## src/design/score_normalize_prior_bias_assert.svh

```systemverilog
// ---------------------------------------------------------------------------
// Assertion macros for the score normalisation block
// Concurrent checks on the block clock, disabled while reset is high.
// ---------------------------------------------------------------------------
`ifndef SCORE_NORMALIZE_PRIOR_BIAS_ASSERT_SVH
`define SCORE_NORMALIZE_PRIOR_BIAS_ASSERT_SVH

`ifndef NO_ASSERTIONS

`define SNP_ASSERT_HOLDS(label, expr) \
   label: assert property (@(posedge clock) disable iff (reset) (expr)) \
      else $error("invariant violated");

`define SNP_ASSERT_IMPLIES(label, ante, cons) \
   label: assert property (@(posedge clock) disable iff (reset) (ante) |-> (cons)) \
      else $error("implication violated");

`define SNP_ASSERT_NEXT(label, ante, cons) \
   label: assert property (@(posedge clock) disable iff (reset) (ante) |=> (cons)) \
      else $error("next-cycle implication violated");

`else

`define SNP_ASSERT_HOLDS(label, expr)
`define SNP_ASSERT_IMPLIES(label, ante, cons)
`define SNP_ASSERT_NEXT(label, ante, cons)

`endif

`endif

```

## src/design/snp_pkg.sv

```systemverilog
// ---------------------------------------------------------------------------
// snp_pkg
// Shared types and constants of the score normalisation block.
// ---------------------------------------------------------------------------
package snp_pkg;

   localparam int MAX_LENGTH  = 1024;
   localparam int SCORE_WIDTH = 16;
   localparam int ADDR_W      = 10;
   localparam int COUNT_W     = 11;
   localparam int TABLE_W     = 3 * SCORE_WIDTH;
   localparam int FIFO_DEPTH  = 2;
   localparam int DIV_STEPS   = 35;
   localparam int ROOT_STEPS  = 27;

   typedef enum logic [1:0] {
      CMD_LOAD = 2'd0,
      CMD_PUSH = 2'd1,
      CMD_READ = 2'd2
   } cmd_type;

   localparam logic [1:0] CSR_NORMALIZE = 2'd0;
   localparam logic [1:0] CSR_PRIOR     = 2'd1;
   localparam logic [1:0] CSR_LENGTH    = 2'd2;

   typedef struct packed {
      cmd_type     cmd;
      logic [9:0]  index;
      logic [15:0] score;
      logic [15:0] offset_value;
      logic [15:0] scale_value;
      logic [15:0] bias_value;
   } item_type;

   typedef struct packed {
      logic        normalize;
      logic        prior;
      logic [10:0] length;     // effective length, 1 .. MAX_LENGTH
   } cfg_type;

   typedef enum logic {
      AR_DIV,
      AR_ROOT
   } arith_op_type;

   typedef struct packed {
      logic         start;
      arith_op_type op;
      logic [53:0]  operand;   // dividend sits in the top 35 bits
      logic [26:0]  divisor;
   } arith_req_type;

   typedef struct packed {
      logic        done;
      logic [34:0] result;
   } arith_rsp_type;

   typedef enum logic [3:0] {
      BK_IDLE,
      BK_FIN_MUL,
      BK_FIN_VAR,
      BK_MEAN_GO,
      BK_MEAN_WAIT,
      BK_ROOT_GO,
      BK_ROOT_WAIT,
      BK_INV_GO,
      BK_INV_WAIT,
      BK_RD_MUL1,
      BK_RD_ADD,
      BK_RD_MUL2,
      BK_RD_OUT
   } back_state_type;

endpackage

```

## src/design/snp_front.sv

```systemverilog
// ---------------------------------------------------------------------------
// snp_front
// Accepts request transfers, drops the reserved command and queues the rest.
// ---------------------------------------------------------------------------
`include "score_normalize_prior_bias_assert.svh"

module snp_front import snp_pkg::*; (
   input  logic        clock,
   input  logic        reset,
   input  logic        req_tvalid,
   output logic        req_tready,
   input  logic [79:0] req_tdata,
   input  logic [1:0]  req_tuser,
   output logic        item_valid,
   output item_type    item,
   input  logic        item_take
);

   item_type   q_ff [FIFO_DEPTH];
   item_type   q_in;
   logic [0:0] wr_ptr_ff, rd_ptr_ff;
   logic [1:0] count_ff, count_in;
   logic       accept, keep, push_q;

   assign req_tready = (count_ff != 2'(FIFO_DEPTH));
   assign accept     = req_tvalid & req_tready;

   always_comb begin
      q_in.index        = req_tdata[9:0];
      q_in.score        = req_tdata[25:10];
      q_in.offset_value = req_tdata[41:26];
      q_in.scale_value  = req_tdata[57:42];
      q_in.bias_value   = req_tdata[73:58];
      q_in.cmd          = CMD_LOAD;
      keep              = 1'b1;
      case (req_tuser)
         CMD_LOAD: q_in.cmd = CMD_LOAD;
         CMD_PUSH: q_in.cmd = CMD_PUSH;
         CMD_READ: q_in.cmd = CMD_READ;
         default:  keep     = 1'b0;   // drop the reserved code
      endcase
   end

   assign push_q     = accept & keep;
   assign item_valid = (count_ff != 2'd0);
   assign item       = q_ff[rd_ptr_ff];

   always_comb begin
      count_in = count_ff;
      if (push_q && !item_take) begin
         count_in = count_ff + 2'd1;
      end else if (!push_q && item_take) begin
         count_in = count_ff - 2'd1;
      end
   end

   always_ff @(posedge clock) begin
      if (reset) begin
         count_ff  <= 2'd0;
         wr_ptr_ff <= 1'b0;
         rd_ptr_ff <= 1'b0;
      end else begin
         count_ff <= count_in;
         if (push_q) begin
            wr_ptr_ff <= wr_ptr_ff + 1'b1;
         end
         if (item_take) begin
            rd_ptr_ff <= rd_ptr_ff + 1'b1;
         end
      end
   end

   always_ff @(posedge clock) begin
      if (push_q) begin
         q_ff[wr_ptr_ff] <= q_in;
      end
   end

   `SNP_ASSERT_IMPLIES(a_no_take_when_empty, item_take, count_ff != 2'd0)
   `SNP_ASSERT_HOLDS(a_count_bound, count_ff <= 2'(FIFO_DEPTH))
   `SNP_ASSERT_IMPLIES(a_full_stalls, count_ff == 2'(FIFO_DEPTH), !req_tready)

endmodule

```

## config.mk

```make
export PLATFORM = sky130hd
export DESIGN_NAME = snp_front
export DESIGN_NICKNAME = d
export VERILOG_FILES = /design/src/design/snp_pkg.sv /design/src/design/snp_front.sv
export VERILOG_INCLUDE_DIRS = /design/src /design/src/design
export SDC_FILE = /design/constraint.sdc
export NUM_CORES = 1
export LEC_CHECK = 0
export BUFFER_PORTS_ARGS = -buffer_cell sky130_fd_sc_hd__buf_2
export CORE_MARGIN = 8
export CORE_UTILIZATION = 55
export DETAILED_ROUTE_END_ITERATION = 12
export GPL_ROUTABILITY_DRIVEN = 1
export PLACE_DENSITY_LB_ADDON = 0.3
export RECOVER_POWER = 100
export SETUP_SLACK_MARGIN = 0.15
export SYNTH_ARGS = -nofsm -noshare
export SYNTH_HDL_FRONTEND = slang
export SYNTH_SLANG_ARGS = --single-unit
```

## constraint.sdc

```tcl
create_clock -name clock -period 10.8 [get_ports clock]
set_input_delay 2.16 -clock clock [delete_from_list [all_inputs] [get_ports clock]]
set_output_delay 2.16 -clock clock [all_outputs]
set_load 0.01 [all_outputs]
```

# Word level (Yosys, flattened, before mapping)
# Memory sizes are Yosys's and may differ from the RTL's. A register that Yosys moved wholly into a read port is not among the register bits.
# Cells that the tools add are included.
# totals
inputBits,86
mem_count,1
ram_bits,152
register_bits,4
output_inout_bits,78
elab_cells,29
# classes
reduce_logical,8
addsub,4
bitwise,2
n_eq_ne,3
muxes,8
# mem_list
memory,words,word_bits,rd,rd_ports_with_merged_regs,write_ports,line,source
q_ff,2,76,1,1,1,snp_front.sv:19,item_type q_ff [FIFO_DEPTH];
# ops
op,count
2-to-1 mux 1 bit,5
2-to-1 mux 2 bit,2
one-hot mux 2 bit (2 select lines),1
nonzero test 2 bit,2
OR reduction 3 bit,1
adder 1 bit (second input constant),2
adder 2 x 1 -> 2 bit (second input constant),1
AND 1 bit,2
== test 2 x 1 -> 1 bit (second input constant),1
== test 2 bit (second input constant),1
logical AND 1 bit,2
logical NOT 1 bit,2
logical NOT 2 bit,1
inequality test 2 bit (second input constant),1
subtractor 2 x 1 -> 2 bit (second input constant),1

# Depth between registers and ports, before layout
# Gate-level depths: netlist of run 1.
# logic_depth
depth_word,8
mapped_depth,6
ltp_nobuf,6

# Least setup slack after synthesis of run 1
# Ideal clock, no wire load.
# synth_timing
path_kind,input-to-reg
from,input req_tuser[0]
to,"memory q_ff[0][0] in the netlist's numbering, enable pin"
cell_stages,3
required_ns,10.280
n_path_buf,0
t_arrival_ns,5.803
slack_ns,4.478
setup_ns,0.520
cell_sequence,nand2_1 and3_4 nor2b_1
# synth_via
elab_chain_cells,6
word_cells_on_any_way,8
cone_classes,eq/ne: 2; mux: 3; bitwise: 1; reduce/logical: 2
# synth_rtl
element,line,source
start: declaration,snp_front.sv:13,"input logic [1:0] req_tuser,"
== test 2 bit (tied with other cells),snp_front.sv:36,case (req_tuser)
OR reduction 3 bit (no line) *,--,
2-to-1 mux 1 bit *,snp_front.sv:36,
AND 1 bit *,snp_front.sv:44,assign push_q = accept & keep;
2-to-1 mux 1 bit *,snp_front.sv:74,if (push_q) begin
2-to-1 mux 1 bit (not written as such) *,snp_front.sv:75,q_ff[wr_ptr_ff] <= q_in;
end: declaration,snp_front.sv:19,
# Mark *: on every way between the ends. The rest lies on a longest branch, timed or not.

==> reports/metrics.cfg, run 1 <==
[critical_path]
crit_type = register to output port
cp.required_ps = 8640
arrival_ps = 4360
cp_max_fo = 44
path_common_cell = clkbuf_1
critPathTopFamily = buffers and inverters
startpoint_type = register
slowest_stage = clkbuf_1
endpoint_kind = output port
crit_buf_inv = 2
slowest_delay_ps = 1850
crit_chain = clkbuf_1, mux2_2, clkbuf_1

[drt]
vias = 2928
totalWireLength_mm = 10.6
drtIter0Drc = 163
postRouteAntennaNets = 0
wl_per_cell_um = 18.2
drc_errors = 0
drtPass1Iterations = 4
vias_per_cell = 5.04

[timing]
worstMarginPinSlew_ps = 4990
rsz0062_at_grt = false
relSlewSlack_pct = -233
setup_viol = 0
fmax_mhz = 153
hold_viol_final = 0
fin_crit_ps = 6520
setup_slack_ps = 4280
fin_worst_skew_ps = 8.96
drv_slew = 218
period_share_pct = 60.4
finalSetupTns_ps = 0

[global_routing]
grt_overflow = 0
grt_max_degree = 77
antenna_found_initial = 0
grt_pass1_wl_mm = 16.0
grt_pass1_vias = 3142
track_usage_pct = 14.6

[finish]
diodes = 0
nets = 520
final_cell_mix = edfxtp_1 (152), buf_2 (85), clkbuf_1 (74), mux2_1 (38), mux2_2 (36)
drive_above_1_share_pct = 34.4
fin_area_sq_um = 7060
final_common_cell = edfxtp_1
syn_to_final_growth_pct = 19.9

[run]
cap_violations = 4

[synth]
synth.distinct_cells = 21
yosys_warnings = 0
syn_inst = 263
synth_fp_nets = 350
yosysSeqAreaShare_pct = 79.2
syn_avg_cell_area_sq_um = 22.4
syn_area_sq_um = 5890
ys_ff_latch = 157

[clock_tree]
cts_made_buffers = 17
ctsResizeCount = 0
h-tree-depth = 4
cts-hold-fix-buffers = 0
cts_buffer_depth = 2
worstSkewPairLatency_ps = 510
cts_tree = yes
postCtsSetupBuffers = 0
cts_sinks = 157
root_buffer = clkbuf_8
clkTransAtPathRegs_ps = 60

[hold_path]
holdCritPathClass = register to register

[die]
start_util_pct = 56.8
fp.dieH_um = 120
die-area_sq_um = 14300
core_area_sq_um = 10400
die_w_um = 120
rows = 37
num_io_pins = 164

[outcome]
violations = max-capacitance violations, max-slew violations
status = finished, violations left

[power]
leakagePower_nw = 2.49
ir_worst_vdd_v = 0.000124
p_per_area_nw_per_um2 = 201

[placement]
port_buffers = 157
place_area_sq_um = 6810
gp_congestion = 0.679
dp_slack_ps = 6630
dp_hpwl_mm = 6.89

[per-stage QoR]
stage	hold slack (ps)	instances	utilization (%)	power, W
3_5_place_dp	515	550	65.7	0.000945
2_1_floorplan	480	263	-	0.000873
4_1_cts	530	581	70.7	0.00146
6_report	526	581	68.1	0.00142
5_1_grt	551	581	68.1	0.00147
3_3_place_gp	495	550	65.7	0.000939
[cell families after synthesis]
kind of cell	share of synthesized area (%)
fa+ha+maj	0.212
buf+inv	1.21
simple gates	1.49
flops	79.2
xor+xnor	0.446
compound gates	0.170
mux	17.3
[area by class of cell]
cell class | instances | area [sq um]
tap | 136 | 170
clock buffer | 17 | 414
timing repair buffer | 159 | 703
multi-input combinational | 97 | 1000
clock inverter | 14 | 105
fill | 767 | 3310
sequential | 157 | 4660
inverter | 1 | 3.75
[synth_stat cells]
cell,count,area [sq um]
nor2_1,4,15.0
dfxtp_1,5,100
a21oi_1,1,5.00
nand2b_4,1,13.8
inv_1,1,3.75
or3_1,1,6.26
mux2_2,36,405
edfxtp_1,152,4560
or2_2,1,6.26
mux2_4,41,616
and3_4,1,11.3
o21ai_0,1,5.00
nor2b_1,4,25.0
ha_1,1,12.5
buf_4,1,7.51
xor2_1,2,17.5
and2_1,1,6.26
xnor2_1,1,8.76
buf_6,4,45.0
buf_2,3,15.0
nand2_1,1,3.75
[routing by layer]
metal	up-vias	global-route usage [%]	wire, um
li1	1372	-	-
met1	1430	15.2	4090
met2	110	24.9	5320
met3	16	6.42	943
met4	0	7.10	233
met5	-	0	0
[worst paths after layout]
path	startpoint	cells past startpoint	slack, ps	to
min	rd_ptr_ff$_SDFFE_PP0P_	2	530	rd_ptr_ff$_SDFFE_PP0P_
max	register	3	4280	item[61]
min reg2reg	rd_ptr_ff$_SDFFE_PP0P_	2	530	rd_ptr_ff$_SDFFE_PP0P_
max reg2reg	count_ff[0]$_SDFFE_PP0P_	3	5830	q_ff[1][24]$_DFFE_PP_
[state kept, by name, summed over array words and instances, names as in the netlist, named ones only]
| register | count |
|---|---|
| count_ff | 2 |
| q_ff | 152 |
| rd_ptr_ff | 1 |
| wr_ptr_ff | 1 |
[report_power, final]
part	switching (W)	internal, W
clock	0.000215	0.000299
sequential	0.0000162	0.000732
combinational	0.0000917	0.0000672
total	0.000323	0.00110
[worst min-delay path: cells and delay by family, from the launching register on]
family	cells	cell delay (ps)
DFF	1	320
xor gates and xnor gates	1	90
and+or+nand+nor	1	80
Note: power is estimated with default switching activity, not from simulation.
==> run 2: changes to the inputs <==
--- a/config.mk
+++ b/config.mk
@@ -8,7 +8,7 @@
 export LEC_CHECK = 0
 export BUFFER_PORTS_ARGS = -buffer_cell sky130_fd_sc_hd__buf_2
 export CORE_MARGIN = 8
-export CORE_UTILIZATION = 55
+export CORE_UTILIZATION = 52
 export DETAILED_ROUTE_END_ITERATION = 12
 export GPL_ROUTABILITY_DRIVEN = 1
 export PLACE_DENSITY_LB_ADDON = 0.3
==> constraint.sdc (replaced) <==
create_clock -name clock -period 6.7 [get_ports clock]
set_input_delay 1.34 -clock clock [delete_from_list [all_inputs] [get_ports clock]]
set_output_delay 1.34 -clock clock [all_outputs]
set_load 0.01 [all_outputs]
==> run 2 against run 1 <==
The run still ends with max-capacitance violations, max-slew violations left. Utilization is 4.5 points lower. Largest cell class unchanged. Critical path depth stayed put. Largest power group unchanged. Die area rose by 5.0%. Critical path type unchanged.
==> reports/metrics.cfg, run 2 (synthesis results as in run 1) <==
[drt]
drc_errors = 0
drtIter0Drc = 143
drtPass1Iterations = 4
totalWireLength_mm = 11.0
vias = 2980
postRouteAntennaNets = 0
vias_per_cell = 5.06
wl_per_cell_um = 18.6

[die]
die_w_um = 122
core_area_sq_um = 11200
rows = 39
start_util_pct = 52.5
fp.dieH_um = 122
die-area_sq_um = 15000
num_io_pins = 164

[critical_path]
reg2reg_slack_ps = 2520
critPathTopFamily = flip-flops
cp_max_fo = 39
slowest_delay_ps = 1500
r2r_start = count_ff[0]$_SDFFE_PP0P_
startpoint_type = register
endpoint_kind = output port
slowest_stage = dfxtp_1
crit_chain = clkbuf_2, mux2_2, clkbuf_1
arrival_ps = 3480
cp.required_ps = 5360
crit_type = register to output port
crit_buf_inv = 2
r2r-end = q_ff[0][63]$_DFFE_PP_
rr_worst_depth = 4

[clock_tree]
ctsResizeCount = 0
cts-hold-fix-buffers = 0
cts_made_buffers = 17
cts_buffer_depth = 2
clkTransAtPathRegs_ps = 60
worstSkewPairLatency_ps = 410
cts_tree = yes
h-tree-depth = 4
root_buffer = clkbuf_16
postCtsSetupBuffers = 0
cts_sinks = 157

[timing]
worstMarginPinSlew_ps = 3530
fmax_mhz = 208
hold_ws_ps = 524
hold_viol_final = 0
relSlewSlack_pct = -135
drv_slew = 151
fin_worst_skew_ps = 6.60
finalSetupTns_ps = 0
setup_slack_ps = 1880
rsz0062_at_grt = false
fin_crit_ps = 4820
period_share_pct = 71.9
setup_viol = 0

[placement]
port_buffers = 157
gp_congestion = 0.660
dp.cells = 557
dp_slack_ps = 3060
dp_hpwl_mm = 7.08

[global_routing]
grt_pass1_vias = 3264
grt_max_degree = 77
track_usage_pct = 14.6
antenna_found_initial = 0
grt_overflow = 0
grt_pass1_wl_mm = 16.4

[finish]
syn_to_final_growth_pct = 21.2
fin_cells = 589
max_flop_register = q_ff
fillers = 877
largest_reg_flops = 152
drive_above_1_share_pct = 35.9
diodes = 0
nets = 520
reg_top3 = q_ff: 152 flops, count_ff: 2 flops
final_common_cell = edfxtp_1
final_cell_mix = edfxtp_1 (152), buf_2 (89), clkbuf_1 (68), mux2_1 (37), mux2_2 (36)

[hold_path]
holdPathStages = 2
hold_end = rd_ptr_ff$_SDFFE_PP0P_
holdCritPathClass = register to register
worstHoldStart = rd_ptr_ff$_SDFFE_PP0P_

[outcome]
status = finished, violations left
violations = max-capacitance violations, max-slew violations

[power]
leakagePower_nw = 2.54
ir_worst_vdd_v = 0.000171
p_per_area_nw_per_um2 = 333

[run]
cap_violations = 3

## run 2: changes by cell type in the layout (fill, tap and decap cells not counted), sizes merged
cell      previous run  this run
clkinvlp             4         1
clkbuf              91        86
buf                 85        90
inv                  1         2
bufinv               1         2
clkinv               9        11
## run 2: cell type report
| cell class | count | area, sq um | share of cell area, % |
|---|---|---|---|
| clock buffers | 17 | 425 | 5.96 |
| clock inverters | 15 | 149 | 2.09 |
| inverters | 1 | 3.75 | 0.0526 |
| multi-input cells | 97 | 1010 | 14.1 |
| flip-flops and latches | 157 | 4660 | 65.3 |
| well taps | 143 | 179 | 2.51 |
| repair buffers | 159 | 713 | 9.99 |
## run 2: per-layer routing
| metal | up-vias | GRT usage [%] | wire [um] |
|---|---|---|---|
| met5 | - | 0 | 0 |
| met4 | 0 | 6.40 | 187 |
| met3 | 20 | 5.61 | 995 |
| met2 | 111 | 25.5 | 5510 |
| met1 | 1467 | 15.5 | 4290 |
| li1 | 1382 | - | - |
## run 2: worst max path at each step
stage,slack (ps),cells after the start,to
3_5_place_dp,3060,5,q_ff[0][73]$_DFFE_PP_
2_1_floorplan,1200,3,q_ff[0][0]$_DFFE_PP_
5_1_grt,1590,3,item[68]
3_3_place_gp,3080,5,q_ff[0][73]$_DFFE_PP_
6_report,1880,3,item[68]
4_1_cts,2920,3,item[68]
## run 2: stage by stage
| stage | utilization, % | power [W] | area, sq um |
|---|---|---|---|
| 2_1_floorplan | - | 0.00141 | 5890 |
| 3_5_place_dp | 60.8 | 0.00152 | 6820 |
| 5_1_grt | 63.6 | 0.00247 | 7140 |
| 6_report | 63.6 | 0.00238 | 7140 |
| 3_3_place_gp | 60.8 | 0.00151 | 6820 |
| 4_1_cts | 65.9 | 0.00244 | 7390 |
## run 2: worst register-to-register path: cells and delay by family (launching register included)
kind	cells	cell delay (ps)
simple gates	3	2610
buf+inv	1	800
flops	1	390
## run 2: report_power, final
part | leakage (nW) | switching, W | internal [W]
Sequential | 1.45 | 0.0000276 | 0.00117
Clock | 0.277 | 0.000370 | 0.000547
Combinational | 0.814 | 0.000147 | 0.000109
Total | 2.54 | 0.000544 | 0.00183
