File: src/design/score_normalize_prior_bias_assert.svh
// ---------------------------------------------------------------------------
// Assertion macros for the score normalisation block
// Concurrent checks on the block clock, disabled while reset is high.
// ---------------------------------------------------------------------------
`ifndef SCORE_NORMALIZE_PRIOR_BIAS_ASSERT_SVH
`define SCORE_NORMALIZE_PRIOR_BIAS_ASSERT_SVH

`ifndef NO_ASSERTIONS

`define SNP_ASSERT_HOLDS(label, expr) \
   label: assert property (@(posedge clock) disable iff (reset) (expr)) \
      else $error("invariant violated");

`define SNP_ASSERT_IMPLIES(label, ante, cons) \
   label: assert property (@(posedge clock) disable iff (reset) (ante) |-> (cons)) \
      else $error("implication violated");

`define SNP_ASSERT_NEXT(label, ante, cons) \
   label: assert property (@(posedge clock) disable iff (reset) (ante) |=> (cons)) \
      else $error("next-cycle implication violated");

`else

`define SNP_ASSERT_HOLDS(label, expr)
`define SNP_ASSERT_IMPLIES(label, ante, cons)
`define SNP_ASSERT_NEXT(label, ante, cons)

`endif

`endif

File: src/design/snp_pkg.sv
// ---------------------------------------------------------------------------
// snp_pkg
// Shared types and constants of the score normalisation block.
// ---------------------------------------------------------------------------
package snp_pkg;

   localparam int MAX_LENGTH  = 1024;
   localparam int SCORE_WIDTH = 16;
   localparam int ADDR_W      = 10;
   localparam int COUNT_W     = 11;
   localparam int TABLE_W     = 3 * SCORE_WIDTH;
   localparam int FIFO_DEPTH  = 2;
   localparam int DIV_STEPS   = 35;
   localparam int ROOT_STEPS  = 27;

   typedef enum logic [1:0] {
      CMD_LOAD = 2'd0,
      CMD_PUSH = 2'd1,
      CMD_READ = 2'd2
   } cmd_type;

   localparam logic [1:0] CSR_NORMALIZE = 2'd0;
   localparam logic [1:0] CSR_PRIOR     = 2'd1;
   localparam logic [1:0] CSR_LENGTH    = 2'd2;

   typedef struct packed {
      cmd_type     cmd;
      logic [9:0]  index;
      logic [15:0] score;
      logic [15:0] offset_value;
      logic [15:0] scale_value;
      logic [15:0] bias_value;
   } item_type;

   typedef struct packed {
      logic        normalize;
      logic        prior;
      logic [10:0] length;     // effective length, 1 .. MAX_LENGTH
   } cfg_type;

   typedef enum logic {
      AR_DIV,
      AR_ROOT
   } arith_op_type;

   typedef struct packed {
      logic         start;
      arith_op_type op;
      logic [53:0]  operand;   // dividend sits in the top 35 bits
      logic [26:0]  divisor;
   } arith_req_type;

   typedef struct packed {
      logic        done;
      logic [34:0] result;
   } arith_rsp_type;

   typedef enum logic [3:0] {
      BK_IDLE,
      BK_FIN_MUL,
      BK_FIN_VAR,
      BK_MEAN_GO,
      BK_MEAN_WAIT,
      BK_ROOT_GO,
      BK_ROOT_WAIT,
      BK_INV_GO,
      BK_INV_WAIT,
      BK_RD_MUL1,
      BK_RD_ADD,
      BK_RD_MUL2,
      BK_RD_OUT
   } back_state_type;

endpackage

File: src/design/snp_arith.sv
// ---------------------------------------------------------------------------
// snp_arith
// Shared iterative unit: restoring divide or integer square root,
// one quotient or root bit per cycle.
// ---------------------------------------------------------------------------
module snp_arith import snp_pkg::*; (
   input  logic          clock,
   input  logic          reset,
   input  arith_req_type arith_req,
   output arith_rsp_type arith_rsp
);

   logic         busy_ff, busy_in;
   logic         done_ff, done_in;
   logic [5:0]   cnt_ff, cnt_in;
   arith_op_type op_ff, op_in;
   logic [53:0]  a_ff, a_in;
   logic [30:0]  rem_ff, rem_in;
   logic [34:0]  q_ff, q_in;
   logic [26:0]  div_ff, div_in;
   logic [28:0]  dsh;
   logic [30:0]  rsh, trial;

   always_comb begin
      busy_in = busy_ff;
      done_in = 1'b0;
      cnt_in  = cnt_ff;
      op_in   = op_ff;
      a_in    = a_ff;
      rem_in  = rem_ff;
      q_in    = q_ff;
      div_in  = div_ff;
      dsh     = {rem_ff[27:0], a_ff[53]};
      rsh     = {rem_ff[28:0], a_ff[53:52]};
      trial   = {2'b00, q_ff[26:0], 2'b01};
      if (arith_req.start) begin
         busy_in = 1'b1;
         op_in   = arith_req.op;
         a_in    = arith_req.operand;
         div_in  = arith_req.divisor;
         rem_in  = '0;
         q_in    = '0;
         cnt_in  = (arith_req.op == AR_DIV) ? 6'(DIV_STEPS) : 6'(ROOT_STEPS);
      end else if (busy_ff) begin
         cnt_in = cnt_ff - 6'd1;
         if (op_ff == AR_DIV) begin
            a_in = {a_ff[52:0], 1'b0};
            if (dsh >= {2'b00, div_ff}) begin
               rem_in = {2'b00, dsh - {2'b00, div_ff}};
               q_in   = {q_ff[33:0], 1'b1};
            end else begin
               rem_in = {2'b00, dsh};
               q_in   = {q_ff[33:0], 1'b0};
            end
         end else begin
            a_in = {a_ff[51:0], 2'b00};
            if (rsh >= trial) begin
               rem_in = rsh - trial;
               q_in   = {q_ff[33:0], 1'b1};
            end else begin
               rem_in = rsh;
               q_in   = {q_ff[33:0], 1'b0};
            end
         end
         if (cnt_ff == 6'd1) begin
            busy_in = 1'b0;
            done_in = 1'b1;
         end
      end
   end

   always_ff @(posedge clock) begin
      if (reset) begin
         busy_ff <= 1'b0;
         done_ff <= 1'b0;
         cnt_ff  <= '0;
      end else begin
         busy_ff <= busy_in;
         done_ff <= done_in;
         cnt_ff  <= cnt_in;
      end
   end

   always_ff @(posedge clock) begin
      op_ff  <= op_in;
      a_ff   <= a_in;
      rem_ff <= rem_in;
      q_ff   <= q_in;
      div_ff <= div_in;
   end

   assign arith_rsp.done   = done_ff;
   assign arith_rsp.result = q_ff;

endmodule

File: config.mk
export PLATFORM = sky130hd
export DESIGN_NAME = snp_arith
export DESIGN_NICKNAME = d
export VERILOG_FILES = /design/src/design/score_normalize_prior_bias_assert.svh /design/src/design/snp_pkg.sv /design/src/design/snp_arith.sv
export SDC_FILE = /design/constraint.sdc
export NUM_CORES = 1
export LEC_CHECK = 0
export ABC_AREA = 1
export ABC_CLOCK_PERIOD_IN_PS = 3800
export BUFFER_PORTS_ARGS = -buffer_cell sky130_fd_sc_hd__buf_4
export CAP_MARGIN = 20
export CORE_MARGIN = 2
export CORE_UTILIZATION = 40
export DETAILED_ROUTE_END_ITERATION = 12
export GPL_ROUTABILITY_DRIVEN = 0
export GPL_TIMING_DRIVEN = 1
export PLACE_DENSITY = 0.57
export SYNTH_ARGS = -nofsm -noshare
export SYNTH_HDL_FRONTEND = slang
export SYNTH_SLANG_ARGS = --single-unit
File: constraint.sdc
create_clock -name clock -period 3.8 [get_ports clock]
set_input_delay 1.14 -clock clock [delete_from_list [all_inputs] [get_ports clock]]
set_output_delay 1.14 -clock clock [all_outputs]
set_load 0.1 [all_outputs]
== After elaboration in Yosys (flattened, before gate mapping) ==
Cells that the tools add are included.

* Add/sub/neg operators: 3
* Multiply operators: 0
* Div/mod/pow operators: 0
* $lt $le $gt $ge: 2
* Equal/unequal tests: 1
* Shift-type cells: 0
* Mux-type cells: 16
* Bitwise operators: 1
* Reduce and logical (&&, ||, !) cells: 2

{| class="wikitable"
|+ Operators with widths
! cell !! count
|-
| 54-bit two-way mux || 3
|-
| 29-bit two-way mux || 3
|-
| 31-bit by 29-bit >= comparator with 1-bit output || 1
|-
| 29-bit by 27-bit >= comparator with 1-bit output || 1
|-
| 29-bit by 27-bit subtractor with 29-bit output || 1
|-
| 29-bit subtractor || 1
|-
| 6-bit two-way mux || 3
|-
| 1-bit two-way mux || 7
|-
| 6-bit by 1-bit equality test with 1-bit output, second input constant || 1
|-
| 6-bit by 1-bit subtractor with 6-bit output, second input constant || 1
|-
| 3-bit OR reduction || 1
|-
| 2-bit nonzero test || 1
|-
| 1-bit NOT || 1
|}

* Register bits: 154
* Latch bits: 0
* Memory bits (writable): 0
* Bits in read-only memories: 0
* Input bits: 85
* Output and inout port bits: 36
* Logic and storage cells: 33
* Memories: 0

== Longest topological paths before layout ==
Gate-level depths: netlist of run 1.

* Depth in word-level cells: 4
* Depth in mapped cells: 18
* Gate-level depth less buffers: 18

== Worst setup path before layout of run 1 ==
No wires, ideal clock.

* Path type: input -> register
* Start point: in arith_req[82] in the netlist's numbering
* End point: reg a_ff[0], enable pin
* Setup time: 440 ps
* Arrival: 3331 ps
* Required time: 3360 ps
* Path slack: 29 ps
* Stages: 4
* Path buffers: 2
* Path through: clkbuf_1 > nor2_1 > inv_2 > buf_1

* Longest elaborated chain between the ends: 1

{| class="wikitable"
|+ RTL lines
! element !! line !! source
|-
| start: declaration || snp_arith.sv:9 || <nowiki>input arith_req_type arith_req,</nowiki>
|-
| 2-bit nonzero test (no source line) || - ||
|-
| end signal: assignment || snp_arith.sv:86 || <nowiki>a_ff <= a_in;</nowiki>
|-
| end: declaration || snp_arith.sv:17 || <nowiki>logic [53:0] a_ff, a_in;</nowiki>
|}

Every way passes these cells.
A chain may end at the register's enable or synchronous reset.

== Worst setup path in the final report of run 1 ==
* Start point: reg a_ff[53]
* End point: reg rem_ff[24]

* Longest elaborated chain between the ends: 3
* Elaborated cells between the ends (all ways): 7
* Classes of those cells: 2 x add/sub; 2 x order compare; 3 x mux

{| class="wikitable"
|+ RTL lines
! element !! line !! source
|-
| 29-bit by 27-bit subtractor with 29-bit output, or another cell as far along || snp_arith.sv:49 || <nowiki>rem_in = {2'b00, dsh - {2'b00, div_ff}};</nowiki>
|-
| 29-bit two-way mux (on tied branches) || snp_arith.sv:48, snp_arith.sv:57 ||
|-
| 29-bit two-way mux * || snp_arith.sv:46 || <nowiki>if (op_ff == AR_DIV) begin</nowiki>
|-
| end signal: assignment || snp_arith.sv:87 || <nowiki>rem_ff <= rem_in;</nowiki>
|-
| end: declaration || snp_arith.sv:18 || <nowiki>logic [30:0] rem_ff, rem_in;</nowiki>
|}

Every way passes the cells marked *; elsewhere a longest branch is shown, timed or not.

==> results of run 1 <==
stage by stage:
step | utilization (%) | area [sq um] | std cells
after global placement | 45.2 | 12600 | 2207
final | 47.3 | 13200 | 2239
after floorplan | - | 11400 | 1750
after detailed placement | 45.2 | 12600 | 2207
after global routing | 47.3 | 13200 | 2239
after CTS | 47.3 | 13200 | 2239
metal layers:
layer  global-route usage (%)  part of all wire [%]  vias up
met5                        0                     0        -
met4                     6.18                   2.1        0
met3                     3.01                   4.6       44
met2                     34.2                    43      248
met1                     31.1                    50     5006
li1                         -                     -     5748
sequential cells by signal (all words and copies together), names as in the netlist:
name	flops
a_ff	54
q_ff	35
rem_ff	29
div_ff	27
cnt_ff	6
busy_ff	1
done_ff	1
op_ff	1
worst register-to-register path: cells and delay by family, from the launching register on:
family                   cells  cell delay, ps
adder cells (fa/ha/maj)      2             630
buffers and inverters        2             300
flip-flops                   1             520
AND/OR/NAND/NOR             12            1170
power by group:
part	switching (uW)	total, uW	internal (uW)
Sequential	162	2080	1920
Combinational	1900	2870	969
Clock	865	1750	889
cell usage after synthesis (all sizes together):
| library cell | count |
|---|---|
| nand4 | 22 |
| edfxtp | 82 |
| buf | 22 |
| a221oi | 1 |
| o22ai | 33 |
| and2 | 5 |
| o211ai | 1 |
| ha | 58 |
| nand2 | 597 |
| o21ai | 33 |
| dfxtp | 72 |
| inv | 284 |
| nor2 | 179 |
| a21o | 1 |
| fa | 1 |
| clkinv | 6 |
| xor2 | 5 |
| o21bai | 4 |
| a211oi | 1 |
| o21a | 1 |
| nand3 | 118 |
| nor3 | 11 |
| nor4 | 1 |
| xnor2 | 23 |
| nand3b | 5 |
| a21oi | 145 |
| mux2i | 1 |
| clkbuf | 31 |
| and3 | 4 |
| a31oi | 3 |
final timing paths:
kind	start	to	depth (start not counted)
max reg2reg	a_ff[53]	rem_ff[24]	16
max	a_ff[53]	rem_ff[24]	16
min reg2reg	rem_ff[28]	rem_ff[28]	2
min	rem_ff[28]	rem_ff[28]	2
area by class of cell:
class                      count  area (sq um)  share of cell area (%)
clock buffer                  17           425                    3.21
timing repair buffer         132          1000                    7.57
inverter                     290          1090                    8.23
clock inverter                15           175                    1.32
multi-input combinational   1253          6180                    46.6
sequential                   154          3900                    29.5
tap                          378           473                    3.57
logic make-up (layout without fill, tap and decap cells):
group,count (synthesis),in the layout,share of synthesized area (%)
fa+ha+maj,59,59,6.52
buf+inv,343,454,11.9
xor+xnor,28,28,2.14
compound gates,223,223,10.6
simple gates,942,942,34.7
flops,154,154,34.1
mux,1,1,0.0875
layout by cell type (no fill, tap or decap), types with 4 or more instances in the layout:
master and n:
a21oi_1 142, and2_1 5, and3_1 4, buf_4 131, clkbuf_16 17, clkinv_1 4, clkinv_8 5, dfxtp_1 72
edfxtp_1 82, ha_1 58, inv_1 278, inv_2 7, inv_8 5, nand2_1 584, nand2_2 11, nand3_1 113
nand3b_1 5, nand4_1 21, nor2_1 164, nor2_2 10, nor2_4 4, nor3_1 10, o21ai_0 23, o21ai_1 7
o21bai_1 4, o22ai_1 33, xnor2_1 23, xor2_1 5
==> summary.md, run 1 <==
| Metric | Value |
|---|---|
| Yosys reg bits | `154` |
| Sequential area share after synthesis | `34.1%` |
| Yosys top cell area share | `21.5%` |
| 1st-pass router iterations | `5` |
| Max clock buf depth | `2` |
| Syn Area/Cell | `6.54 sq um` |
| HPWL after DPL | `25300 microns` |
| Ranking of synthesized cells by area | `edfxtp_1 22%, nand2_1 19%, dfxtp_1 13%, inv_1 9.1%, ha_1 6.3%` |
| Largest net degree at the start of global routing | `82` |
| Maximum VDD drop | `0.266 mV` |
| Crit path largest cell delay | `520 ps` |
| Critical path class | `reg2reg` |
| Worst-skew pair later-pin latency | `440 ps` |
| Post-Syn Area | `11400 sq um` |
| Final WS setup | `1080 ps` |
| Worst-margin pin slew | `943 ps` |
| Initial Util | `40.9%` |
| WL per Instance | `14.5 microns` |
| Vias in the first global route | `10340` |
| CTS Root Cell | `clkbuf_16` |
| Yosys top cell by area | `edfxtp_1` |
| Setup WS pre-CTS | `1060 ps` |
| Clk pin slew, worst setup/hold paths | `70 ps` |
| Port Buffers | `120` |
| Hold/Removal Path Class | `reg2reg` |
| Hold_buf cts | `0` |
| Pins Over Slew Limit | `0` |
| Synth Warn # | `0` |
| Critical Path AT | `3060 ps` |
| Post-CTS sizing | `0` |
| Routed WL | `32400 microns` |
| Slew HR | `37.2%` |
| Outcome | `completed` |
| DRT iter0 DRCs | `784` |
| Reported max-cap violation count | `0` |
| GRT Overall Usage | `21.7%` |
| Worst-path fanout max | `5` |
| CP Buf/Inv Count | `2` |
| Diode count | `0` |
| First-pass GRT wire length | `52600 microns` |
| H-tree levels | `4` |
| Total CTS buffers | `17` |
| Syn nets | `1894` |
| CTS tree | `built` |
| Nets@finish | `1992` |
| Sink Count | `154` |
| Final Hold Fails | `0` |
| Synth cell types | `49` |
| Num ports | `121` |
| RSZ-0062 raised after global routing | `no` |
| Die Wd | `173 microns` |
| Layout cells sized above 1 | `11.4%` |
| Worst hold slack | `461 ps` |
| Vias per inst | `4.93` |
| Slowest cell on crit path | `edfxtp_1` |
| Flop-to-flop setup slack | `1080 ps` |
| Leakage power | `0.00667 uW` |
| Initial antenna violation count | `0` |
| Clk_skew | `14.7 ps` |
| Peak Freq | `367 MHz` |
| Die ar. | `30000 sq um` |
| Fill cells | `2968` |
| Setup TNS | `0 ps` |
| GRT Residual Overflow | `0` |
| Die height | `173 microns` |
| # Post-CTS Setup Buffers | `0` |
| Fin crit share | `71.7%` |
| Total power draw | `6700 uW` |
| Row count | `61` |
| CP endpoint kind | `register` |
| PwrDens | `506 nW/um^2` |
| Vias | `11046` |
| Core Box Area | `28000 sq um` |
| Cell family with most CP delay | `simple AND/OR/NAND/NOR gates` |
| Setup violations, final | `0` |
| Layout area overhead | `15.8%` |
| Fin crit period | `2720 ps` |
| Startpoint Class | `register` |
| DR DRC count | `0` |
| Post-synthesis instance total | `1750` |
| Crit-path cells | `inv_1 -> ha_1 -> inv_1 -> fa_1 -> nand3_1 -> nand3_1 -> nand2_1 -> nand2_1 -> nand2_1 -> nand3_1 -> nand2_1 -> nand2_1 -> nand3_1 -> nand3_1 -> nor2_1 -> nor2_1` |
| Antenna violation net count after detailed routing | `0` |
| Req. time, crit path | `4130 ps` |
Power figures use the tool's default switching activity.
==> run 2, diff against run 1 <==
--- a/config.mk
+++ b/config.mk
@@ -6,7 +6,7 @@
 export NUM_CORES = 1
 export LEC_CHECK = 0
 export ABC_AREA = 1
-export ABC_CLOCK_PERIOD_IN_PS = 3800
+export ABC_CLOCK_PERIOD_IN_PS = 2630
 export BUFFER_PORTS_ARGS = -buffer_cell sky130_fd_sc_hd__buf_4
 export CAP_MARGIN = 20
 export CORE_MARGIN = 2
@@ -14,7 +14,7 @@
 export DETAILED_ROUTE_END_ITERATION = 12
 export GPL_ROUTABILITY_DRIVEN = 0
 export GPL_TIMING_DRIVEN = 1
-export PLACE_DENSITY = 0.57
+export PLACE_DENSITY = 0.55
 export SYNTH_ARGS = -nofsm -noshare
 export SYNTH_HDL_FRONTEND = slang
 export SYNTH_SLANG_ARGS = --single-unit
==> constraint.sdc (replaced) <==
create_clock -name clock -period 2.63 [get_ports clock]
set_input_delay 0.789 -clock clock [delete_from_list [all_inputs] [get_ports clock]]
set_output_delay 0.789 -clock clock [all_outputs]
set_load 0.1 [all_outputs]
==> summary.md, run 2 (same netlist as run 1, synthesis figures left out) <==
| Metric | Value |
|---|---|
| Layout cells sized above 1 | `15.0% (+3.5 points)` |
| Vias per inst | `4.85 (-1.7%)` |
| Outcome | `completed` |
| Worst Setup SP | `rem_ff[4]` |
| Design Area, Final | `13600 sq um (+2.9%)` |
| Fin crit share | `92.3% (+21 points)` |
| Vias | `11048 (+0.018%)` |
| Hold/Removal Path Class | `reg2reg` |
| Biggest regs | `a_ff x54, q_ff x35, rem_ff x29` |
| Worst r2r dst | `rem_ff[15]` |
| Worst-case reg-to-reg path depth | `15 (-1)` |
| Commonest cells after routing, fill and taps aside | `584 x nand2_1, 277 x inv_1, 166 x buf_4, 163 x nor2_1, 142 x a21oi_1` |
| H-tree levels | `4 (unchanged)` |
| CTS tree | `built` |
| Antenna violation net count after detailed routing | `0 (unchanged)` |
| Req. time, crit path | `3000 ps (-1130 ps)` |
| CP endpoint kind | `register` |
| Startpoint Class | `register` |
| Worst-skew pair later-pin latency | `440 ps (about the same)` |
| RSZ-0062 raised after global routing | `no` |
| Slew HR | `69.4% (+32 points)` |
| Routed WL | `32800 microns (+1.2%)` |
| Critical Path AT | `2790 ps (-270 ps)` |
| Max clock buf depth | `2 (unchanged)` |
| Worst Setup EP | `rem_ff[15]` |
| 1st-pass router iterations | `8 (+3)` |
| Vias in the first global route | `10635 (+2.9%)` |
| Crit path largest cell delay | `500 ps (-20 ps)` |
| Die Wd | `173 microns (unchanged)` |
| Initial antenna violation count | `0 (unchanged)` |
| Setup TNS | `0 ps (unchanged)` |
| Core Box Area | `28000 sq um (unchanged)` |
| Critical path depth | `15 (-1)` |
| Slowest cell on crit path | `dfxtp_1` |
| Placed Area | `13000 sq um (+2.7%)` |
| PwrDens | `735 nW/um^2 (+45%)` |
| Most common cell after layout, fill and taps aside | `nand2_1` |
| Nets@finish | `2030 (+1.9%)` |
| Final Util | `48.6% (+1.3 points)` |
| Peak Freq | `412 MHz (+12%)` |
| Clk pin slew, worst setup/hold paths | `70 ps (about the same)` |
| Worst-margin pin slew | `459 ps (-484 ps)` |
| Critical path class | `reg2reg` |
| Layout area overhead | `19.1%` |
| Critical Path Most Common Cell | `nand2_1` |
| Row count | `61 (unchanged)` |
| DR DRC count | `0 (unchanged)` |
| CTS Root Cell | `clkbuf_16` |
| Flop-to-flop setup slack | `200 ps (-870 ps)` |
| Clk_skew | `14.2 ps (-0.538 ps)` |
| Reported max-cap violation count | `0 (unchanged)` |
| First-pass GRT wire length | `54000 microns (+2.7%)` |
| Crit-path cells | `ha_1 -> nand2_1 -> inv_1 -> a21oi_1 -> nand2_2 -> nand2_1 -> nand2_1 -> nand2_2 -> nand3_4 -> nor2_4 -> buf_12 -> nand2_1 -> nand2_1 -> nor2_1 -> nor2_1` |
| Total CTS buffers | `17 (unchanged)` |
| GRT Residual Overflow | `0 (unchanged)` |
| Largest net degree at the start of global routing | `89 (+8.5%)` |
| Pins Over Slew Limit | `0 (unchanged)` |
| Hold_buf cts | `0 (unchanged)` |
| Setup violations, final | `0 (unchanged)` |
| Final Hold Fails | `0 (unchanged)` |
| WL per Instance | `14.4 microns (-0.51%)` |
| Num ports | `121 (unchanged)` |
| Fin crit period | `2430 ps (-296 ps)` |
| Sink Count | `154 (unchanged)` |
| GRT Overall Usage | `22.4% (+0.66 points)` |
| Max reg flops | `54 (unchanged)` |
| DRT iter0 DRCs | `761 (-2.9%)` |
| Initial Util | `40.9% (unchanged)` |
| Leakage power | `0.00690 uW (+3.4%)` |
| Worst reg2reg path startpoint | `rem_ff[4]` |
| Reg with most FFs | `a_ff` |
| Worst-path fanout max | `19 (+14)` |
| HPWL after DPL | `26000 microns (+2.9%)` |
| Die ar. | `30000 sq um (unchanged)` |
| Maximum VDD drop | `0.374 mV (+40%)` |
| Cell family with most CP delay | `simple AND/OR/NAND/NOR gates` |
| Diode count | `0 (unchanged)` |
| CP Buf/Inv Count | `2 (unchanged)` |
| Die height | `173 microns (unchanged)` |
| Port Buffers | `120 (unchanged)` |
-- run 2: final cells by class --
cell class                 count  area [sq um]
clock buffer                  18           429
clock inverter                14           175
fill                        2956         14400
inverter                     290          1090
multi-input combinational   1253          6190
sequential                   154          3940
tap                          378           473
timing repair buffer         170          1330
-- run 2: worst min-delay path, cell delays in order, from the launching register on --
cell,delay [ps]
dfxtp_1,310
nand2_1,60
nand2_1,40
-- run 2: timing repair --
action | 4_1_cts | 5_1_grt
pin swaps | 0 | 1
setup endpoints to repair | 1 | 17
buffers inserted | 1 | 1
gates resized for setup | 0 | 7
-- run 2: layer usage --
layer  wire length [microns]  share of wire, %  track usage (%)  vias to the layer above
met3                    1640               5.0             3.58                       36
met4                     568               1.7             5.72                        0
met2                   14100                43             35.0                      250
met5                       0                 0                0                        -
li1                        -                 -                -                     5830
met1                   16400                50             32.1                     4932
-- run 2: how the worst min path moves through the flow --
stage	startpoint	endpoint	slack, ps	cells past startpoint
final	rem_ff[28]	rem_ff[28]	460	2
after global routing	rem_ff[28]	rem_ff[28]	480	2
after CTS	rem_ff[28]	rem_ff[28]	460	2
after detailed placement	rem_ff[28]	rem_ff[28]	450	2
after global placement	rem_ff[28]	rem_ff[28]	440	2
after floorplan	rem_ff[28]	rem_ff[28]	430	2
-- run 2: power by group --
| part | internal (uW) | leakage, uW | switching (uW) |
|---|---|---|---|
| clock network | 1440 | 0.000298 | 1150 |
| registers | 2770 | 0.00141 | 206 |
| logic | 1590 | 0.00519 | 2850 |
-- run 2: per-stage QoR --
stage / setup slack [ps] / total power (uW) / hold slack [ps] / cells
3_3_place_gp: 46.2 / 7380 / 441 / 2243
3_5_place_dp: 15.5 / 7380 / 445 / 2243
4_1_cts: 71.0 / 10000 / 459 / 2276
2_1_floorplan: 158 / 6110 / 426 / 1750
5_1_grt: 0.338 / 10800 / 477 / 2277
6_report: 203 / 10000 / 456 / 2277
==> run 3, diff against run 2 <==
--- a/config.mk
+++ b/config.mk
@@ -5,7 +5,6 @@
 export SDC_FILE = /design/constraint.sdc
 export NUM_CORES = 1
 export LEC_CHECK = 0
-export ABC_AREA = 1
 export ABC_CLOCK_PERIOD_IN_PS = 2630
 export BUFFER_PORTS_ARGS = -buffer_cell sky130_fd_sc_hd__buf_4
 export CAP_MARGIN = 20
==> summary.md, run 3 <==
| Metric | Value |
|---|---|
| GRT Overall Usage | `22.9% (+0.50 points)` |
| Critical Path AT | `3280 ps (+490 ps)` |
| Row count | `58 (-4.9%)` |
| Critical path class | `reg2reg` |
| Ys async rst share | `0% (unchanged)` |
| Worst-path fanout max | `3 (-16)` |
| Net switching power | `4240 uW (+0.66%)` |
| Diode count | `0 (unchanged)` |
| Syn nets | `1299 (-31%)` |
| Worst-margin pin slew | `731 ps (+272 ps)` |
| Largest net degree at the start of global routing | `113 (+27%)` |
| Worst-skew pair later-pin latency | `440 ps (about the same)` |
| Setup TNS | `-3820 ps (-3820 ps)` |
| Reported max-cap violation count | `0 (unchanged)` |
| Top cells by count, synth | `141 x nand2_1, 95 x o21ai_0, 90 x mux2i_1, 86 x nor2_1, 82 x edfxtp_1` |
| Core Box Area | `25200 sq um (-10%)` |
| Fill cells | `2220 (-25%)` |
| Req. time, crit path | `2980 ps (-20 ps)` |
| Biggest regs | `a_ff x54, q_ff x35, rem_ff x29` |
| PwrDens | `750 nW/um^2 (+2.1%)` |
| Ranking of synthesized cells by area | `edfxtp_1 24%, dfxtp_1 14%, mux2i_1 8.8%, ha_1 7.1%, nand2_1 5.2%` |
| RSZ-0062 raised after global routing | `yes` |
| Most common cell after layout, fill and taps aside | `buf_4` |
| Max reg flops | `54 (unchanged)` |
| Int Pwr | `7030 uW (+21%)` |
| Leakage power | `0.00643 uW (-6.7%)` |
| Post-Syn Area | `10300 sq um (-10%)` |
| Commonest cells after routing, fill and taps aside | `336 x buf_4, 131 x nand2_1, 88 x mux2i_1, 82 x nor2_1, 82 x edfxtp_1` |
| CTS Root Cell | `clkbuf_16` |
| Yosys reg bits | `154 (unchanged)` |
| CP endpoint kind | `register` |
| Initial antenna violation count | `0 (unchanged)` |
| Synth Warn # | `0 (unchanged)` |
| Max clock buf depth | `2 (unchanged)` |
| Switch share | `37.6% (-4.4 points)` |
| Vias per inst | `5.37 (+11%)` |
| Final Util | `59.7% (+11 points)` |
| Setup violations, final | `29 (+29)` |
| Final Hold Fails | `0 (unchanged)` |
| Met1 usage | `28.9% (-3.2 points)` |
| Nets@finish | `1618 (-20%)` |
| GRT Residual Overflow | `0 (unchanged)` |
| 1st-pass router iterations | `5 (-3)` |
| Initial Util | `40.7% (-0.14 points)` |
| Layout area overhead | `46.5%` |
| Total power draw | `11300 uW (+13%)` |
| Fin crit period | `2920 ps (+497 ps)` |
| Comb power frac | `50.2% (+5.9 points)` |
| Most frequent cell after synthesis | `nand2_1` |
| Die Wd | `164 microns (-5.2%)` |
| Crit-path cells | `inv_2 -> ha_4 -> inv_2 -> fa_2 -> a211oi_4 -> o21ai_1 -> a31oi_1 -> buf_4 -> a21boi_4 -> o211ai_1 -> buf_4 -> buf_6 -> nor2b_4 -> xnor2_2 -> a21oi_2 -> a211oi_2` |
| Fin crit share | `111% (+19 points)` |
| Die ar. | `26900 sq um (-10%)` |
| Layout cells sized above 1 | `41.6% (+27 points)` |
| Met3 GRT Util | `3.43% (-0.15 points)` |
| First-pass GRT wire length | `48300 microns (-11%)` |
| Maximum VDD drop | `0.437 mV (+17%)` |
| DRT iter0 DRCs | `546 (-28%)` |
| Clk_skew | `13.0 ps (-1.20 ps)` |
| WL per Instance | `17.3 microns (+21%)` |
| Vias in the first global route | `9481 (-11%)` |
| H-tree levels | `4 (unchanged)` |
| Die height | `164 microns (-5.2%)` |
| Total CTS buffers | `17 (unchanged)` |
| Syn Area/Cell | `8.88 sq um (+36%)` |
| Slowest cell on crit path | `edfxtp_1` |
| Flop-to-flop setup slack | `-290 ps (-500 ps)` |
| Clock power share | `23.4% (-2.5 points)` |
| Crit path largest cell delay | `450 ps (-50 ps)` |
| Yosys top cell area share | `24.0% (+2.5 points)` |
| Clk pin slew, worst setup/hold paths | `70 ps (about the same)` |
| DR DRC count | `0 (unchanged)` |
| Top FF cell, synth | `edfxtp_1` |
| Vias | `9749 (-12%)` |
| CTS tree | `built` |
| Antenna violation net count after detailed routing | `0 (unchanged)` |
| Yosys top cell by area | `edfxtp_1` |
| Reg with most FFs | `a_ff` |
| Failing checks | `setup timing` |
| Port Buffers | `120 (unchanged)` |
| Sequential area share after synthesis | `38.1% (+4.0 points)` |
| Num ports | `121 (unchanged)` |
| Peak Freq | `342 MHz (-17%)` |
| Slew HR | `51.3% (-18 points)` |
| Reg power frac | `26.4% (-3.3 points)` |
| Pins Over Slew Limit | `0 (unchanged)` |
| HPWL after DPL | `22500 microns (-14%)` |
| Busiest grt layer | `met2` |
| Hold/Removal Path Class | `in2reg` |
| Sink Count | `154 (unchanged)` |
| Met2 GRT Util | `38.8% (+3.8 points)` |
| Design Area, Final | `15000 sq um (+10%)` |
| Post-synth EDFFs | `82 (unchanged)` |
| Placed Area | `13200 sq um (+1.3%)` |
| Post-synthesis instance total | `1155 (-34%)` |
| Setup WS pre-CTS | `-424 ps (-440 ps)` |
| Outcome | `complete, but fails checks` |
| Final WS setup | `-294 ps (-497 ps)` |
| Routed WL | `31500 microns (-3.8%)` |
| Startpoint Class | `register` |
| Synth cell types | `81 (+65%)` |
run 3: cell families after synthesis:
group / count (synthesis) / share of synthesized area [%]
AND/OR/NAND/NOR: 341 / 15.2
AO/OA/AOI/OAI: 319 / 20.4
flip-flops: 154 / 38.1
buffers and inverters: 137 / 5.50
multiplexers: 93 / 9.12
adder cells (fa/ha/maj): 59 / 7.27
XOR/XNOR: 52 / 4.44
run 3: worst max-delay path: cells and delay by family, from the launching register on:
| family | cells | cell delay (ps) |
|---|---|---|
| flip-flops | 1 | 450 |
| adder cells (fa/ha/maj) | 2 | 500 |
| AND/OR/NAND/NOR | 1 | 140 |
| XOR/XNOR | 1 | 140 |
| AO/OA/AOI/OAI | 7 | 1010 |
| buffers and inverters | 5 | 580 |
run 3: path summary, 6_finish.rpt:
path	startpoint	cells after the start	to
worst max register to register	a_ff[53]	16	rem_ff[24]
worst min-delay path	arith_req[11]	1	div_ff[11]
worst max-delay path	a_ff[53]	16	rem_ff[24]
worst min register to register	q_ff[17]	2	q_ff[17]
run 3: cell type report:
class | instances | area (sq um) | share of cell area [%]
inverter | 72 | 273 | 1.82
timing repair buffer | 365 | 2940 | 19.5
sequential | 154 | 4040 | 26.9
tap | 330 | 413 | 2.75
multi-input combinational | 864 | 6760 | 45.0
clock inverter | 14 | 175 | 1.17
clock buffer | 18 | 429 | 2.86
run 3: stage by stage:
step | hold WS, ps | instances
floorplan | 487 | 1155
global placement | 499 | 1753
detailed placement | 507 | 1753
CTS | 508 | 1797
global route | 511 | 1817
finish | 519 | 1817
run 3: repair_timing:
action	CTS	global route
gates cloned	1	4
setup buffers	13	18
setup endpoints to repair	30	30
hold buffers	0	0
pin swaps	44	85
resized for setup	91	131
run 3: power by group through the flow:
stage | Combinational [uW] | Sequential, uW | Clock, uW
after global placement | 4420 | 2980 | 0
after global routing | 6100 | 2990 | 2760
final | 5660 | 2970 | 2640
after CTS | 4760 | 2950 | 2680
after detailed placement | 4420 | 2990 | 0
after floorplan | 2720 | 2940 | 0
run 3: routing by layer:
layer,wire (microns),part of all wire (%)
met1,13400,43
met2,15500,49
met3,1550,4.9
met4,1010,3.2
met5,0,0
